`src/sv/irm_pkg.sv`:
```
// shared types, field positions and constants for the i2c register master
package irm_pkg;

    localparam int QDEPTH = 4;
    localparam int QPTR_W = $clog2(QDEPTH);
    localparam int QCNT_W = $clog2(QDEPTH + 1);

    localparam int IN_TDATA_W  = 40;
    localparam int OUT_TDATA_W = 16;

    localparam logic [15:0] ACK_TIMEOUT_RST = 16'd1000;

    // byte index of the byte being shifted out
    localparam logic [1:0] BYTE_DEV  = 2'd0;
    localparam logic [1:0] BYTE_REG  = 2'd1;
    localparam logic [1:0] BYTE_DATA = 2'd2;

    localparam logic FUNC_WRITE = 1'b0;
    localparam logic FUNC_READ  = 1'b1;

    // input word as it sits in tdata, lowest field last
    typedef struct packed {
        logic       sda_in;
        logic [7:0] burst_len;
        logic [7:0] wr_data;
        logic [7:0] sub_addr;
        logic [7:0] slave_addr;
        logic       func;
        logic       start_req;
    } t_in_word;

    // result word as it sits in tdata, lowest field last
    typedef struct packed {
        logic       error;
        logic       done_res;
        logic [7:0] rd_data;
        logic       rd_valid;
        logic       busy_res;
        logic       sda_out;
        logic       scl;
    } t_out_word;

    // classified tick held in the queue
    typedef struct packed {
        logic       start_req;
        logic       func;
        logic [7:0] slave_addr;
        logic [7:0] sub_addr;
        logic [7:0] wr_data;
        logic [7:0] burst_len;
        logic       sda_in;
    } t_tick;

    // queue head toward the back end
    typedef struct packed {
        logic  valid;
        t_tick tick;
    } t_q_head;

    typedef enum logic [16:0] {
        PH_IDLE   = 17'h00001,
        PH_START2 = 17'h00002,
        PH_WLOW   = 17'h00004,
        PH_WHIGH  = 17'h00008,
        PH_ALOW   = 17'h00010,
        PH_AHIGH  = 17'h00020,
        PH_RS1    = 17'h00040,
        PH_RS2    = 17'h00080,
        PH_RS3    = 17'h00100,
        PH_RS4    = 17'h00200,
        PH_RLOW   = 17'h00400,
        PH_RHIGH  = 17'h00800,
        PH_MLOW   = 17'h01000,
        PH_MHIGH  = 17'h02000,
        PH_STOP1  = 17'h04000,
        PH_STOP2  = 17'h08000,
        PH_STOP3  = 17'h10000
    } t_phase;

endpackage

```
`src/sv/irm_front.sv`:
```
// front end: takes tick words, normalizes them and queues them for the bus engine
module irm_front
    import irm_pkg::*;
(
    input  logic                  i_clk,
    input  logic                  i_rst_n,
    input  logic                  i_valid,
    output logic                  o_ready,
    input  logic [IN_TDATA_W-1:0] i_data,
    output t_q_head               o_head,
    input  logic                  i_pop
);

    t_tick                r_mem [QDEPTH];
    logic [QPTR_W-1:0]    r_wr_ptr, r_rd_ptr;
    logic [QCNT_W-1:0]    r_count;
    t_in_word             w_in;
    t_tick                w_tick;
    logic                 w_push;
    logic                 w_pop;

    assign w_in    = t_in_word'(i_data[$bits(t_in_word)-1:0]);
    assign o_ready = (r_count != QCNT_W'(QDEPTH));
    assign w_push  = i_valid && o_ready;
    assign w_pop   = i_pop && (r_count != '0);

    // zero burst length reads one byte
    always_comb begin
        w_tick.start_req  = w_in.start_req;
        w_tick.func       = w_in.func;
        w_tick.slave_addr = w_in.slave_addr;
        w_tick.sub_addr   = w_in.sub_addr;
        w_tick.wr_data    = w_in.wr_data;
        w_tick.burst_len  = (w_in.burst_len == 8'd0) ? 8'd1 : w_in.burst_len;
        w_tick.sda_in     = w_in.sda_in;
    end

    always_ff @(posedge i_clk) begin
        if (w_push) begin
            r_mem[r_wr_ptr] <= w_tick;
        end
    end

    always_ff @(posedge i_clk) begin
        if (!i_rst_n) begin
            r_wr_ptr <= '0;
            r_rd_ptr <= '0;
            r_count  <= '0;
        end else begin
            if (w_push) begin
                r_wr_ptr <= r_wr_ptr + QPTR_W'(1);
            end
            if (w_pop) begin
                r_rd_ptr <= r_rd_ptr + QPTR_W'(1);
            end
            if (w_push && !w_pop) begin
                r_count <= r_count + QCNT_W'(1);
            end else if (w_pop && !w_push) begin
                r_count <= r_count - QCNT_W'(1);
            end
        end
    end

    assign o_head.valid = (r_count != '0);
    assign o_head.tick  = r_mem[r_rd_ptr];

endmodule

```
`src/sv/irm_back.sv`:
```
// back end: i2c bus sequencer, one tick per cycle while the result word is not stalled, with registered result word
module irm_back
    import irm_pkg::*;
(
    input  logic                   i_clk,
    input  logic                   i_rst_n,
    input  t_q_head                i_head,
    output logic                   o_pop,
    input  logic [15:0]            i_ack_timeout,
    output logic                   o_valid,
    input  logic                   i_ready,
    output logic [OUT_TDATA_W-1:0] o_data,
    output logic                   o_last
);

    t_phase      r_phase, n_phase;
    logic [3:0]  r_bit_count, n_bit_count;
    logic [7:0]  r_shift, n_shift;
    logic [7:0]  r_bytes_left, n_bytes_left;
    logic [15:0] r_wait, n_wait;
    logic        r_func, n_func;
    logic [7:0]  r_dev, n_dev;
    logic [7:0]  r_reg, n_reg;
    logic [7:0]  r_data, n_data;
    logic [1:0]  r_byte_idx, n_byte_idx;
    logic        r_err, n_err;
    logic        r_out_valid;
    t_out_word   r_out, n_out;
    logic        r_out_last, n_out_last;

    logic        w_step;
    logic [15:0] w_lim;
    logic [15:0] w_wait_inc;
    logic [3:0]  w_bit_inc;
    logic [7:0]  w_rd_shift;
    logic        w_last_byte;
    t_tick       w_t;

    assign w_t         = i_head.tick;
    assign w_step      = i_head.valid && (!r_out_valid || i_ready);
    assign o_pop       = w_step;
    assign w_lim       = (i_ack_timeout == 16'd0) ? 16'd1 : i_ack_timeout;
    assign w_wait_inc  = r_wait + 16'd1;
    assign w_bit_inc   = r_bit_count + 4'd1;
    assign w_rd_shift  = {r_shift[6:0], w_t.sda_in};
    assign w_last_byte = (r_bytes_left <= 8'd1);

    always_comb begin
        n_phase      = r_phase;
        n_bit_count  = r_bit_count;
        n_shift      = r_shift;
        n_bytes_left = r_bytes_left;
        n_wait       = r_wait;
        n_func       = r_func;
        n_dev        = r_dev;
        n_reg        = r_reg;
        n_data       = r_data;
        n_byte_idx   = r_byte_idx;
        n_err        = r_err;
        n_out          = '0;
        n_out.scl      = 1'b1;
        n_out.sda_out  = 1'b1;
        n_out.busy_res = 1'b1;
        n_out_last     = 1'b0;

        case (r_phase)
            PH_IDLE: begin
                n_out.busy_res = 1'b0;
                if (w_t.start_req) begin
                    n_func         = w_t.func;
                    n_dev          = w_t.slave_addr;
                    n_reg          = w_t.sub_addr;
                    n_data         = w_t.wr_data;
                    n_bytes_left   = w_t.burst_len;
                    n_err          = 1'b0;
                    n_out.busy_res = 1'b1;
                    n_out.sda_out  = 1'b0;
                    n_phase        = PH_START2;
                end
            end
            PH_START2: begin
                n_out.scl     = 1'b0;
                n_out.sda_out = 1'b0;
                n_shift       = r_dev;
                n_bit_count   = 4'd0;
                n_byte_idx    = BYTE_DEV;
                n_phase       = PH_WLOW;
            end
            PH_WLOW: begin
                n_out.scl     = 1'b0;
                n_out.sda_out = r_shift[7];
                n_phase       = PH_WHIGH;
            end
            PH_WHIGH: begin
                n_out.sda_out = r_shift[7];
                n_shift       = {r_shift[6:0], 1'b0};
                n_bit_count   = w_bit_inc;
                n_phase       = (w_bit_inc >= 4'd8) ? PH_ALOW : PH_WLOW;
            end
            PH_ALOW: begin
                n_out.scl = 1'b0;
                n_wait    = 16'd0;
                n_phase   = PH_AHIGH;
            end
            PH_AHIGH: begin
                if (!w_t.sda_in) begin
                    if (r_byte_idx == BYTE_DEV) begin
                        n_shift     = r_reg;
                        n_bit_count = 4'd0;
                        n_byte_idx  = BYTE_REG;
                        n_phase     = PH_WLOW;
                    end else if (r_byte_idx == BYTE_REG) begin
                        if (r_func == FUNC_READ) begin
                            n_phase = PH_RS1;
                        end else begin
                            n_shift     = r_data;
                            n_bit_count = 4'd0;
                            n_byte_idx  = BYTE_DATA;
                            n_phase     = PH_WLOW;
                        end
                    end else if (r_func == FUNC_READ) begin
                        n_shift     = 8'd0;
                        n_bit_count = 4'd0;
                        n_phase     = PH_RLOW;
                    end else begin
                        n_phase = PH_STOP1;
                    end
                end else begin
                    // counter wrap also aborts
                    n_wait = w_wait_inc;
                    if ((w_wait_inc >= w_lim) || (w_wait_inc == 16'd0)) begin
                        n_err   = 1'b1;
                        n_phase = PH_STOP1;
                    end
                end
            end
            PH_RS1: begin
                n_out.scl = 1'b0;
                n_phase   = PH_RS2;
            end
            PH_RS2: begin
                n_phase = PH_RS3;
            end
            PH_RS3: begin
                n_out.sda_out = 1'b0;
                n_phase       = PH_RS4;
            end
            PH_RS4: begin
                n_out.scl     = 1'b0;
                n_out.sda_out = 1'b0;
                n_shift       = r_dev + 8'd1;
                n_bit_count   = 4'd0;
                n_byte_idx    = BYTE_DATA;
                n_phase       = PH_WLOW;
            end
            PH_RLOW: begin
                n_out.scl = 1'b0;
                n_phase   = PH_RHIGH;
            end
            PH_RHIGH: begin
                n_shift     = w_rd_shift;
                n_bit_count = w_bit_inc;
                if (w_bit_inc >= 4'd8) begin
                    n_out.rd_valid = 1'b1;
                    n_out.rd_data  = w_rd_shift;
                    n_out_last     = w_last_byte;
                    n_phase        = PH_MLOW;
                end else begin
                    n_phase = PH_RLOW;
                end
            end
            PH_MLOW: begin
                n_out.scl     = 1'b0;
                n_out.sda_out = w_last_byte;
                n_phase       = PH_MHIGH;
            end
            PH_MHIGH: begin
                n_out.sda_out = w_last_byte;
                if (w_last_byte) begin
                    n_phase = PH_STOP1;
                end else begin
                    n_bytes_left = r_bytes_left - 8'd1;
                    n_shift      = 8'd0;
                    n_bit_count  = 4'd0;
                    n_phase      = PH_RLOW;
                end
            end
            PH_STOP1: begin
                n_out.scl     = 1'b0;
                n_out.sda_out = 1'b0;
                n_phase       = PH_STOP2;
            end
            PH_STOP2: begin
                n_out.sda_out = 1'b0;
                n_phase       = PH_STOP3;
            end
            PH_STOP3: begin
                n_out.done_res = 1'b1;
                n_out.error    = r_err;
                n_err          = 1'b0;
                n_phase        = PH_IDLE;
            end
            default: begin
                n_out.busy_res = 1'b0;
                n_phase        = PH_IDLE;
            end
        endcase
    end

    always_ff @(posedge i_clk) begin
        if (!i_rst_n) begin
            r_phase      <= PH_IDLE;
            r_bit_count  <= '0;
            r_shift      <= '0;
            r_bytes_left <= '0;
            r_wait       <= '0;
            r_byte_idx   <= BYTE_DEV;
            r_err        <= 1'b0;
            r_out_valid  <= 1'b0;
        end else begin
            if (w_step) begin
                r_phase      <= n_phase;
                r_bit_count  <= n_bit_count;
                r_shift      <= n_shift;
                r_bytes_left <= n_bytes_left;
                r_wait       <= n_wait;
                r_byte_idx   <= n_byte_idx;
                r_err        <= n_err;
                r_out_valid  <= 1'b1;
            end else if (i_ready) begin
                r_out_valid <= 1'b0;
            end
        end
    end

    always_ff @(posedge i_clk) begin
        if (w_step) begin
            r_func     <= n_func;
            r_dev      <= n_dev;
            r_reg      <= n_reg;
            r_data     <= n_data;
            r_out      <= n_out;
            r_out_last <= n_out_last;
        end
    end

    assign o_valid = r_out_valid;
    assign o_data  = OUT_TDATA_W'(r_out);
    assign o_last  = r_out_last;

endmodule

```
`src/sv/i2c_register_master.sv`:
```
// top level of the i2c register master: front queue, bus sequencer, timeout register
//
// i2c master for single register writes and register burst reads. every input word
// is one half-bit tick of the bus: it carries the sampled sda level and, while the
// bus is idle, a command (start_req, func, addresses, data, burst length). every
// input word yields exactly one result word with the scl and sda levels to drive on
// that tick plus busy, read byte, last, done and error flags. while m_axis takes every
// result, the block sustains one word per clock: a four-entry queue decouples the input
// side from the sequencer, and the sequencer steps its state machine once per word into
// an output register, so the result of a word passes through the queue and then the
// output register before it shows on m_axis. the queue
// depth and the output register alone set how long either side may stall before
// the other is throttled. ack_timeout (reset 1000, zero acts as one) counts high sda
// samples in an acknowledge slot; on expiry the bus gets a stop and done comes with
// error set. write ack_timeout only while no command is in flight.
module i2c_register_master
    import irm_pkg::*;
(
    input  logic                   i_clk,
    input  logic                   i_rst_n,
    // input tick words
    input  logic                   s_axis_tvalid,
    output logic                   s_axis_tready,
    // [0] start_req [1] func [9:2] slave_addr [17:10] sub_addr [25:18] wr_data
    // [33:26] burst_len [34] sda_in, rest zero
    input  logic [IN_TDATA_W-1:0]  s_axis_tdata,
    // result words
    output logic                   m_axis_tvalid,
    input  logic                   m_axis_tready,
    // [0] scl [1] sda_out [2] busy_res [3] rd_valid [11:4] rd_data [12] done_res
    // [13] error, rest zero
    output logic [OUT_TDATA_W-1:0] m_axis_tdata,
    // rd_last: last byte of a read burst
    output logic                   m_axis_tlast,
    // ack_timeout register write
    input  logic                   i_cfg_we,
    input  logic [15:0]            i_cfg_wdata
);

    logic [15:0] r_ack_timeout;
    t_q_head     w_head;
    logic        w_pop;

    // timeout register, applies immediately
    always_ff @(posedge i_clk) begin
        if (!i_rst_n) begin
            r_ack_timeout <= ACK_TIMEOUT_RST;
        end else if (i_cfg_we) begin
            r_ack_timeout <= i_cfg_wdata;
        end
    end

    // front: accept, normalize burst length, queue
    irm_front u_front (
        .i_clk   (i_clk),
        .i_rst_n (i_rst_n),
        .i_valid (s_axis_tvalid),
        .o_ready (s_axis_tready),
        .i_data  (s_axis_tdata),
        .o_head  (w_head),
        .i_pop   (w_pop)
    );

    // back: bus sequencer and result register
    irm_back u_back (
        .i_clk         (i_clk),
        .i_rst_n       (i_rst_n),
        .i_head        (w_head),
        .o_pop         (w_pop),
        .i_ack_timeout (r_ack_timeout),
        .o_valid       (m_axis_tvalid),
        .i_ready       (m_axis_tready),
        .o_data        (m_axis_tdata),
        .o_last        (m_axis_tlast)
    );

endmodule

```
`config.mk`:
```
export PLATFORM = sky130hd
export DESIGN_NAME = i2c_register_master
export DESIGN_NICKNAME = d
export VERILOG_FILES = /design/src/sv/irm_pkg.sv /design/src/sv/irm_front.sv /design/src/sv/irm_back.sv /design/src/sv/i2c_register_master.sv
export SDC_FILE = /design/constraint.sdc
export NUM_CORES = 1
export LEC_CHECK = 0
export BUFFER_PORTS_ARGS = -buffer_cell sky130_fd_sc_hd__buf_2
export CORE_UTILIZATION = 55
export CTS_BUF_LIST = sky130_fd_sc_hd__clkbuf_16
export DETAILED_ROUTE_END_ITERATION = 8
export GPL_TIMING_DRIVEN = 0
export PLACE_DENSITY = 0.87
export SYNTH_ARGS = -nofsm -noshare
export SYNTH_HDL_FRONTEND = slang
export SYNTH_SLANG_ARGS = --single-unit
```
`constraint.sdc`:
```
create_clock -name i_clk -period 2.5 [get_ports i_clk]
set_input_delay 0.25 -clock i_clk [delete_from_list [all_inputs] [get_ports i_clk]]
set_output_delay 0.25 -clock i_clk [all_outputs]
set_load 0.02 [all_outputs]
```
==> metrics.md, run 1 <==
| Metric | Value |
|---|---|
| TritonRoute pass-1 iters | `9` |
| Dominant combinational cell family by area after synthesis | `simple AND/OR/NAND/NOR gates` |
| Placed cell count | `approximately 1300` |
| TritonCTS Sinks | `around 260` |
| Asr flop ratio synth | `0%` |
| Vias in the first global route | `around 9000` |
| DRT Wirelength | `between 30000 and 40000 um` |
| Nets | `roughly 1200` |
| Dpl cell area | `roughly 13000 um2` |
| Rel. slew slack | `a little under a third` |
| Via Count | `~9300` |
| Via-to-Cell Ratio | `around 6.5` |
| Area grow syn2layout | `26.1%` |
| First-iteration detailed-routing DRC count | `between 1000 and 1500` |
| Drt wl/cell | `around 24 um` |
| Final Max Tran Viols | `0` |
| Synth Instances | `roughly 930` |
| Skew-Pair Late Insertion Delay | `roughly 0.55 ns` |
| Die Area | `roughly 22000 um2` |
| Critical path start-end classification | `flip-flop to flip-flop` |
| Final ANT Viol Nets | `0` |
| Status | `finished with violations` |
| Number of synthesized flops with an enable pin | `between 150 and 200` |
| Biggest register | `u_front.r_mem` |
| Layout Utilization | `a little under three quarters` |
| Syn avg cell area | `about 13 um2` |
| Max clock buf depth | `3` |
| Regs by FF count | `u_front.r_mem (140), u_back.r_phase (17)` |
| First-pass GRT wire length | `roughly 50000 um` |
| Minimum clock period | `between 2 and 3 ns` |
| Fin crit share | `119%` |
| Worst-path maximum fanout | `6` |
| Post-Synth Adder-Cell Area | `between 2 and 3%` |
| Multiplexer share of the synthesized area | `between 9 and 10%` |
| Leak Pwr | `5.57 nW` |
| Die H | `around 150 um` |
| Final hold vios | `0` |
| Clk_skew | `roughly 0.013 ns` |
| DR DRC count | `6` |
| Reg2reg start | `u_back.r_wait[0]` |
| Clk root buf | `clkbuf_16` |
| Worst Hold Class | `input pin to flip-flop` |
| Clk pin slew, worst setup/hold paths | `roughly 0.070 ns` |
| Area share of and/or/nand/nor cells after synthesis | `around 14%` |
| Compound-Gate Fraction of Synth Area | `~9%` |
| Row count | `53` |
| Max reg flops | `between 100 and 150` |
| # IOs | `80` |
| CTS buffer count | `27` |
| # setup viols final | `30` |
| Place WS | `-0.563 ns` |
| Seq/Total Area, Yosys | `approximately three fifths` |
| Cell Area, Synth | `~12000 um2` |
| Worst Path Arrival | `~3.4 ns` |
| WHS | `around 0.097 ns` |
| Max-Cap Viols | `0` |
| Largest net degree at the start of global routing | `36` |
| Fraction of synthesized cell area in xor and xnor cells | `under 10%` |
| Hpwl dp | `roughly 19000 um` |
| Pwr dens | `between 800 and 900 nW/um2` |
| Worst-margin pin slew | `1.04 ns` |
| Register-to-register setup slack | `-0.48 ns` |
| Worst Setup EP | `u_back.r_phase[12]` |
| Worst EP required | `between 2 and 3 ns` |
| CTS tree | `done` |
| Unrepaired setup endpoints after global routing | `yes` |
| Yosys reg bits | `262` |
| Initial antenna violation count | `0` |
| Post-Route Setup TNS | `-7.84 ns` |
| Buffers on Ports | `70` |
| Routability cong. | `approximately 0.94` |
| Share of layout cells above drive strength 1 | `between 30% and 40%` |
| Total core area | `roughly 21000 um2` |
| Remaining global-route overflow | `0` |
| Pwr Total | `13.2 mW` |
| Finished Layout Cells | `1435` |
| Fmax | `336 MHz` |
| Most used DFF post-synth | `edfxtp_1` |
| Slack of the critical path | `-0.476 ns` |
| Htree depth | `1` |
| Initial core utilization | `about 56%` |
| # diodes | `0` |
| Worst r2r dst | `u_back.r_phase[12]` |
| VDD IR-drop max | `0.853 mV` |
| Synth warn | `0` |
| Fin area | `between 10000 and 15000 um2` |
| Critical Path Start | `u_back.r_wait[0]` |
| Total GRT Usage | `about 30%` |
| Failing checks | `DRC, setup timing` |
| Die W | `between 100 and 150 um` |
| Synth cell types | `between 80 and 90` |
| R2R depth | `13` |
| Critical path launch point type | `flip-flop` |
| Worst setup EP type | `flip-flop` |
-- critical path, cell delays in order (launching register included) --
cell	delay [ns]
dfxtp_4	0.39
ha_4	0.16
nand2_4	0.11
nor2_2	0.15
xor2_1	0.26
ha_1	0.36
a21o_1	0.22
a21oi_2	0.16
a21o_1	0.17
a31o_4	0.19
o2111a_2	0.33
buf_4	0.16
o21ai_1	0.06
a21oi_1	0.17
-- layout make-up --
cell class	count	area (um2)
sequential	262	7090
timing repair inverter	1	7.51
tap	275	344
fill	1257	6100
inverter	32	133
buffer	47	270
clock buffer	27	676
timing repair buffer	183	1330
clock inverter	23	171
multi-input combinational	585	4960
-- power by group --
part / total [mW] / leakage [nW] / internal [mW] / switching (mW)
logic: 3.46 / 2.81 / 1.29 / 2.16
registers: 5.79 / 2.34 / 5.41 / 0.382
clock network: 3.93 / 0.429 / 2.18 / 1.75
-- cells in the final DEF (no fill, tap or decap), types with 22 or more instances in the layout --
master,Yosys,final
ha_1,26,24
dlygate4sd3_1,0,44
buf_4,3,66
nand2_1,59,53
edfxtp_1,180,180
nand3_1,25,22
clkbuf_16,0,27
a21oi_1,36,33
buf_2,11,76
mux2i_1,22,22
inv_1,31,35
clkbuf_1,30,22
mux4_2,35,35
nor3_1,31,23
nor2_1,79,75
dfxtp_1,82,62
-- timing repair --
action                                  4_1_cts  5_1_grt
gates resized for setup                      62       80
hold buffers                                 44        0
hold endpoints to repair                    125        0
buffers inserted                             37       31
gates cloned                                  1        1
pin swaps                                    40       40
endpoints found under the setup margin      100       80
-- cells in the mapped netlist, drive strengths merged (22+ instances only) --
cell type / instances / share of area (%)
clkbuf: 31 / 0.99
a21oi: 37 / 1.6
nand3: 26 / 1.1
nor2: 81 / 2.7
o21ai: 31 / 1.3
mux2i: 22 / 1.9
edfxtp: 180 / 45
inv: 31 / 0.98
mux4: 35 / 6.6
nand2: 61 / 2.0
ha: 26 / 2.7
nor3: 36 / 1.8
buf: 25 / 1.3
dfxtp: 82 / 14
-- routing by layer --
metal	global-route usage [%]	vias to the layer above	share of wire, %
li1	-	3950	-
met1	36.2	4530	35
met2	52.9	679	50
met3	4.53	189	9.7
met4	13.3	0	5.6
met5	0	-	0
-- how the worst min path moves through the flow --
stage | start | to | slack, ns | cells past startpoint
4_1_cts | s_axis_tdata[26] | u_front.r_mem[1][1] | 0.07 | 2
3_3_place_gp | u_back.r_bytes_left[1] | u_back.r_bytes_left[1] | 0.44 | 2
3_5_place_dp | u_back.r_err | u_back.r_err | 0.45 | 2
2_1_floorplan | s_axis_tdata[34] | u_front.r_mem[0][0] | 0.35 | 0
6_report | i_cfg_we | r_ack_timeout[10] | 0.1 | 3
5_1_grt | s_axis_tdata[26] | u_front.r_mem[3][1] | 0.10 | 2
-- cell families after synthesis --
kind of cell / Yosys count
and+or+nand+nor: 307
DFF: 262
AOI/OAI and AO/OA: 155
buffers and inverters: 88
muxes: 63
xor gates and xnor gates: 31
adders and majority gates: 27
other: 1
No activity file was read; power rests on OpenSTA's default activity.
==> run 2, diff against run 1 <==
--- a/config.mk
+++ b/config.mk
@@ -11,6 +11,7 @@
 export DETAILED_ROUTE_END_ITERATION = 8
 export GPL_TIMING_DRIVEN = 0
 export PLACE_DENSITY = 0.87
+export SKIP_CTS_REPAIR_TIMING = 1
 export SYNTH_ARGS = -nofsm -noshare
 export SYNTH_HDL_FRONTEND = slang
 export SYNTH_SLANG_ARGS = --single-unit
==> run 2 against run 1 <==
- the flow finishes with violations (hold timing, setup timing)
- die area unchanged
- clock power is essentially flat
- clock skew rose by 0.0099 ns
- cell count shrank 1.1%
- largest power group unchanged
==> metrics.md, run 2 (synthesized netlist as in run 1, its figures left out) <==
| Metric | Value |
|---|---|
| Biggest register | `u_front.r_mem (unchanged)` |
| Pwr Total | `13.3 mW (was 13.2 mW)` |
| Status | `finished with violations (unchanged)` |
| Drt wl/cell | `24.0 um (was 24.1 um)` |
| Slack of the critical path | `-0.530 ns (was -0.476 ns)` |
| P_sw | `4.29 mW (was 4.30 mW)` |
| Placed cell count | `1280 (unchanged)` |
| Total core area | `21100 um2 (unchanged)` |
| Gr busiest metal | `met2 (unchanged)` |
| Via-to-Cell Ratio | `6.44 (was 6.51)` |
| Commonest non-fill, non-tap cell in the layout | `edfxtp_1 (unchanged)` |
| Finished Layout Cells | `1419 (was 1435)` |
| Fill count | `1316 (was 1257)` |
| Fmax | `330 MHz (was 336 MHz)` |
| Worst r2r dst | `u_back.r_phase[5] (was u_back.r_phase[12])` |
| R2R depth | `12 (was 13)` |
| # IOs | `80 (unchanged)` |
| Grt met1 use | `33.3% (was 36.2%)` |
| TritonRoute pass-1 iters | `6 (was 9)` |
| VDD IR-drop max | `0.878 mV (was 0.853 mV)` |
| Fin crit share | `121% (was 119%)` |
| Place WS | `-0.563 ns (unchanged)` |
| Dpl cell area | `12600 um2 (unchanged)` |
| GR Util met2 | `44.7% (was 52.9%)` |
| Fin area | `14700 um2 (was 15000 um2)` |
| Htree depth | `1 (unchanged)` |
| WHS | `-0.0226 ns (was 0.0969 ns)` |
| Worst Path Arrival | `3.46 ns (was 3.44 ns)` |
| WP buf/inv | `0 (was 1)` |
| Max reg flops | `140 (unchanged)` |
| Top cell by count, worst path | `a21o_1 (unchanged)` |
| Switch share | `32.3% (was 32.6%)` |
| Rel. slew slack | `23.3% (was 30.2%)` |
| Leak Pwr | `5.43 nW (was 5.57 nW)` |
| Failing checks | `hold timing, setup timing (was DRC, setup timing)` |
| P_int | `8.99 mW (was 8.88 mW)` |
| CP cell instances | `ha_4 > nand2_4 > nor2_1 > xor2_1 > ha_1 > a21o_1 > a21oi_1 > a21o_1 > a31o_2 > o2111a_2 > nor2_4 > a31o_1 (was ha_4 > nand2_4 > nor2_2 > xor2_1 > ha_1 > a21o_1 > a21oi_2 > a21o_1 > a31o_4 > o2111a_2 > buf_4 > o21ai_1 > a21oi_1)` |
| Worst-margin pin slew | `1.15 ns (was 1.04 ns)` |
| Slowest cell on the critical path | `dfxtp_4 (unchanged)` |
| Clk root buf | `clkbuf_16 (unchanged)` |
| CTS buffer count | `27 (unchanged)` |
| GR met3 Demand/Resource | `4.04% (was 4.53%)` |
| Worst setup EP type | `flip-flop (unchanged)` |
| Comb power frac | `26.9% (was 26.2%)` |
| DRT Wirelength | `34100 um (was 34600 um)` |
| Critical path launch point type | `flip-flop (unchanged)` |
| Hold path startpoint | `i_cfg_wdata[11] (was i_cfg_we)` |
| Final Max Tran Viols | `0 (unchanged)` |
| Die W | `149 um (unchanged)` |
| Initial antenna violation count | `0 (unchanged)` |
| CP peak stage delay | `0.42 ns (was 0.39 ns)` |
| Die Area | `22200 um2 (unchanged)` |
| Area grow syn2layout | `24.0% (was 26.1%)` |
| CP top delay family | `compound AO/OA/AOI/OAI gates (unchanged)` |
| Regs by FF count | `u_front.r_mem (140), u_back.r_phase (17) (unchanged)` |
| Die H | `149 um (unchanged)` |
| Remaining global-route overflow | `0 (unchanged)` |
| Hold Crit Endpoint | `r_ack_timeout[11] (was r_ack_timeout[10])` |
| Share of layout cells above drive strength 1 | `28.1% (was 30.4%)` |
| Clk pin slew, worst setup/hold paths | `0.06 ns (was 0.07 ns)` |
| Register-to-register setup slack | `-0.53 ns (was -0.48 ns)` |
| TritonCTS Sinks | `262 (unchanged)` |
| Final ANT Viol Nets | `0 (unchanged)` |
| Worst Hold Class | `input pin to flip-flop (unchanged)` |
| Vias in the first global route | `8289 (was 9096)` |
| Nets | `1211 (was 1227)` |
| Reg2reg start | `u_back.r_wait[0] (unchanged)` |
| Via Count | `9143 (was 9348)` |
| Unrepaired setup endpoints after global routing | `yes (unchanged)` |
| Pwr dens | `901 nW/um2 (was 879 nW/um2)` |
| Row count | `53 (unchanged)` |
| Max-Cap Viols | `0 (unchanged)` |
| Routability cong. | `0.937 (unchanged)` |
| Largest net degree at the start of global routing | `36 (unchanged)` |
| Flop pwr share | `43.6% (was 43.9%)` |
| DR DRC count | `0 (was 6)` |
| Buffers on Ports | `70 (unchanged)` |
| Total GRT Usage | `26.2% (was 29.9%)` |
| Max clock buf depth | `3 (unchanged)` |
| CTS tree | `done (unchanged)` |
| Hpwl dp | `18600 um (unchanged)` |
| # setup viols final | `26 (was 30)` |
| # diodes | `0 (unchanged)` |
| First-iteration detailed-routing DRC count | `1172 (was 1208)` |
| Clock power share | `29.5% (was 29.8%)` |
| Most frequent cells in the layout | `edfxtp_1, nor2_1, buf_2 (was edfxtp_1, buf_2, nor2_1)` |
| Critical path start-end classification | `flip-flop to flip-flop (unchanged)` |
| Hold path cells | `3 (unchanged)` |
| Final hold vios | `2 (was 0)` |
| First-pass GRT wire length | `44400 um (was 50200 um)` |
| Initial core utilization | `56.3% (unchanged)` |
| Skew-Pair Late Insertion Delay | `0.55 ns (about the same)` |
| Worst EP required | `2.93 ns (was 2.96 ns)` |
| Worst-path maximum fanout | `8 (was 6)` |
| Minimum clock period | `3.03 ns (was 2.98 ns)` |
| Clk_skew | `0.0228 ns (was 0.0130 ns)` |
==> run 2: cell count changes in the layout (fill, tap and decap cells not counted), moves of 3 or more <==
cell / previous run / this run
buf_6: 14 / 10
dfxtp_1: 62 / 67
dfxtp_4: 7 / 4
nor4_2: 2 / 5
buf_4: 66 / 52
nor2_1: 75 / 78
nor4_4: 9 / 6
==> run 2: through the flow <==
stage	util, %	setup TNS [ns]
after floorplan	-	-0.225
after global placement	60.0	-26.45
after detailed placement	60.0	-31.80
after CTS	64.0	-34.58
after global routing	69.9	-10.80
final	69.9	-7.94
==> run 2: routing by layer <==
layer  up-vias  part of all wire, %
met4         0                  4.8
met2       605                   50
met1      4485                   37
met5         -                    0
li1       3918                    -
met3       135                  8.1
==> run 2: worst register-to-register path: stages, from the launching register on <==
cell	delay [ns]
dfxtp_4	0.42
ha_4	0.19
nand2_4	0.10
nor2_1	0.15
xor2_1	0.25
ha_1	0.31
a21o_1	0.19
a21oi_1	0.16
a21o_1	0.16
a31o_2	0.22
o2111a_2	0.38
nor2_4	0.12
a31o_1	0.27
==> run 2: final cells by class <==
type | count | area, um2 | share of cell area, %
clock inverters | 23 | 171 | 1.16
flip-flops and latches | 262 | 7080 | 48.0
multi-input cells | 585 | 4850 | 32.9
repair buffers | 163 | 1190 | 8.05
plain buffers | 50 | 288 | 1.95
inverters | 32 | 131 | 0.892
clock buffers | 27 | 676 | 4.59
well taps | 275 | 344 | 2.34
repair inverters | 2 | 12.5 | 0.0849
==> run 2: worst max path at each step <==
stage,depth (start not counted),slack (ns),endpoint,startpoint
after floorplan,12,-0.06,u_back.r_phase[14],u_back.r_wait[7]
after global placement,7,-0.48,u_back.r_phase[14],u_front.r_count[0]
after detailed placement,6,-0.56,u_back.r_data[6],u_front.r_count[0]
after CTS,6,-0.57,u_back.r_data[2],u_front.r_count[0]
after global routing,12,-0.61,u_back.r_phase[5],u_back.r_wait[0]
final,12,-0.53,u_back.r_phase[5],u_back.r_wait[0]
==> run 2: power groups by stage <==
stage,registers (mW),clock network (mW),logic [mW]
after floorplan,5.83,0,1.97
after CTS,5.73,3.88,3.00
final,5.79,3.92,3.57
after global routing,5.83,4.06,3.77
after global placement,5.76,0,2.83
after detailed placement,5.81,0,2.94
==> run 3, diff against run 2 <==
--- a/config.mk
+++ b/config.mk
@@ -12,6 +12,7 @@
 export GPL_TIMING_DRIVEN = 0
 export PLACE_DENSITY = 0.87
 export SKIP_CTS_REPAIR_TIMING = 1
+export SKIP_LAST_GASP = 1
 export SYNTH_ARGS = -nofsm -noshare
 export SYNTH_HDL_FRONTEND = slang
 export SYNTH_SLANG_ARGS = --single-unit
==> run 3 against run 2 <==
- the run still ends with hold timing, setup timing left
- sequential power barely moved
- cell count is the same
- count of clock-buffer cells in the layout unchanged
- largest cell class unchanged
- largest power group unchanged
==> metrics.md, run 3 (synthesized netlist as in run 1, its figures left out) <==
| Metric | Value |
|---|---|
| Status | `finished with violations (unchanged)` |
| Failing checks | `hold timing, setup timing (unchanged)` |
| Commonest non-fill, non-tap cell in the layout | `edfxtp_1 (unchanged)` |
| Nets | `1211 (unchanged)` |
| Regs by FF count | `u_front.r_mem (140), u_back.r_phase (17) (unchanged)` |
| Max reg flops | `140 (unchanged)` |
| Worst setup EP type | `flip-flop (unchanged)` |
| Share of layout cells above drive strength 1 | `28.0% (was 28.1%)` |
| CTS buffer count | `27 (unchanged)` |
| Die W | `149 um (unchanged)` |
| Vias in the first global route | `8289 (unchanged)` |
| Clk_skew | `0.0189 ns (was 0.0228 ns)` |
| Final ANT Viol Nets | `0 (unchanged)` |
| Layout Utilization | `69.8% (was 69.9%)` |
| Via-to-Cell Ratio | `6.43 (was 6.44)` |
| WP buf/inv | `0 (unchanged)` |
| VDD IR-drop max | `0.878 mV (about the same)` |
| Largest net degree at the start of global routing | `36 (unchanged)` |
| CP cell instances | `ha_4 > nand2_4 > nor2_1 > xor2_1 > ha_1 > a21o_1 > a21oi_1 > a21o_1 > a31o_2 > o2111a_2 > nor2_4 > a31o_1 (unchanged)` |
| Leak Pwr | `5.43 nW (about the same)` |
| Fill count | `1306 (was 1316)` |
| Hpwl dp | `18600 um (unchanged)` |
| TritonCTS Sinks | `262 (unchanged)` |
| # setup viols final | `32 (was 26)` |
| Fin crit share | `121% (about the same)` |
| Dpl cell area | `12600 um2 (unchanged)` |
| TritonRoute pass-1 iters | `6 (unchanged)` |
| Most frequent cells in the layout | `edfxtp_1, nor2_1, buf_2 (unchanged)` |
| # IOs | `80 (unchanged)` |
| Critical path start-end classification | `flip-flop to flip-flop (unchanged)` |
| CP top delay family | `compound AO/OA/AOI/OAI gates (unchanged)` |
| Slowest cell on the critical path | `dfxtp_4 (unchanged)` |
| Worst Hold Class | `input pin to flip-flop (unchanged)` |
| Skew-Pair Late Insertion Delay | `0.55 ns (about the same)` |
| Routability cong. | `0.937 (unchanged)` |
| Finished Layout Cells | `1419 (unchanged)` |
| Unrepaired setup endpoints after global routing | `yes (unchanged)` |
| Worst-path maximum fanout | `8 (unchanged)` |
| Worst-margin pin slew | `1.13 ns (was 1.15 ns)` |
| Fmax | `331 MHz (was 330 MHz)` |
| Total core area | `21100 um2 (unchanged)` |
| Total GRT Usage | `26.2% (unchanged)` |
| DR DRC count | `0 (unchanged)` |
| Biggest register | `u_front.r_mem (unchanged)` |
| Die H | `149 um (unchanged)` |
| Htree depth | `1 (unchanged)` |
| Via Count | `9130 (was 9143)` |
| WHS | `-0.0200 ns (was -0.0226 ns)` |
| Die Area | `22200 um2 (unchanged)` |
| Clk root buf | `clkbuf_16 (unchanged)` |
| Drt wl/cell | `23.6 um (was 24.0 um)` |
| Fin area | `14700 um2 (about the same)` |
| Minimum clock period | `3.02 ns (was 3.03 ns)` |
| Slack of the critical path | `-0.521 ns (was -0.530 ns)` |
| CP peak stage delay | `0.41 ns (was 0.42 ns)` |
| Max-Cap Viols | `0 (unchanged)` |
| Critical path launch point type | `flip-flop (unchanged)` |
| Max clock buf depth | `3 (unchanged)` |
| Top cell by count, worst path | `a21o_1 (unchanged)` |
| # diodes | `0 (unchanged)` |
| Post-Route Setup TNS | `-8.36 ns (was -7.94 ns)` |
| Remaining global-route overflow | `0 (unchanged)` |
| Worst EP required | `2.93 ns (about the same)` |
| Initial antenna violation count | `0 (unchanged)` |
| Area grow syn2layout | `23.9% (was 24.0%)` |
| Pwr dens | `900 nW/um2 (was 901 nW/um2)` |
| Placed cell count | `1280 (unchanged)` |
| Final Max Tran Viols | `0 (unchanged)` |
| Row count | `53 (unchanged)` |
| CTS tree | `done (unchanged)` |
| First-pass GRT wire length | `44400 um (unchanged)` |
| Initial core utilization | `56.3% (unchanged)` |
| Final hold vios | `2 (unchanged)` |
| Rel. slew slack | `24.6% (was 23.3%)` |
| Worst Path Arrival | `3.45 ns (was 3.46 ns)` |
| First-iteration detailed-routing DRC count | `1067 (was 1172)` |
| DRT Wirelength | `33600 um (was 34100 um)` |
| Pwr Total | `13.3 mW (about the same)` |
| Buffers on Ports | `70 (unchanged)` |
| Clk pin slew, worst setup/hold paths | `0.06 ns (about the same)` |
[run 3: changes by cell type in the layout (fill, tap and decap cells not counted), sizes merged]
cell	previous run	this run
clkbuf	54	55
buf	144	143
[run 3: layout make-up]
class	count	area (um2)	share of cell area (%)
multi-input combinational	585	4840	32.9
clock inverter	23	171	1.16
buffer	50	288	1.95
timing repair inverter	2	12.5	0.0850
sequential	262	7080	48.0
clock buffer	27	676	4.59
inverter	32	131	0.892
timing repair buffer	163	1190	8.05
tap	275	344	2.34
[run 3: metal layers]
metal	GRT usage (%)	vias up	wire length [um]
li1	-	3915	-
met1	33.3	4451	12300
met2	44.7	634	17000
met3	4.04	130	2960
met4	11.5	0	1320
met5	0	-	0
[run 3: worst paths after layout]
kind                                  startpoint            endpoint  slack [ns]  cells past startpoint
worst max register to register  u_back.r_wait[0]  u_back.r_phase[14]       -0.52                     12
worst min register to register      u_back.r_err        u_back.r_err        0.46                      2
worst min-delay path             i_cfg_wdata[11]   r_ack_timeout[11]       -0.02                      3
worst max-delay path            u_back.r_wait[0]  u_back.r_phase[14]       -0.52                     12
[run 3: worst register-to-register path, stage by stage, from the launching register on]
cell and delay (ns):
dfxtp_4 0.41, ha_4 0.19, nand2_4 0.10, nor2_1 0.15
xor2_1 0.24, ha_1 0.30, a21o_1 0.19, a21oi_1 0.18
a21o_1 0.16, a31o_2 0.22, o2111a_2 0.38, nor2_4 0.11
a31o_1 0.27
[run 3: through the flow]
stage / worst slack [ns] / hold slack (ns)
floorplan: -0.0641 / 0.349
global placement: -0.477 / 0.443
detailed placement: -0.563 / 0.452
CTS: -0.572 / -0.0868
global route: -0.609 / 0.00279
finish: -0.521 / -0.0200
[run 3: where the power goes]
part / switching [mW] / leakage [nW] / internal (mW)
Clock: 1.73 / 0.429 / 2.18
Combinational: 2.17 / 2.66 / 1.40
Sequential: 0.374 / 2.34 / 5.41
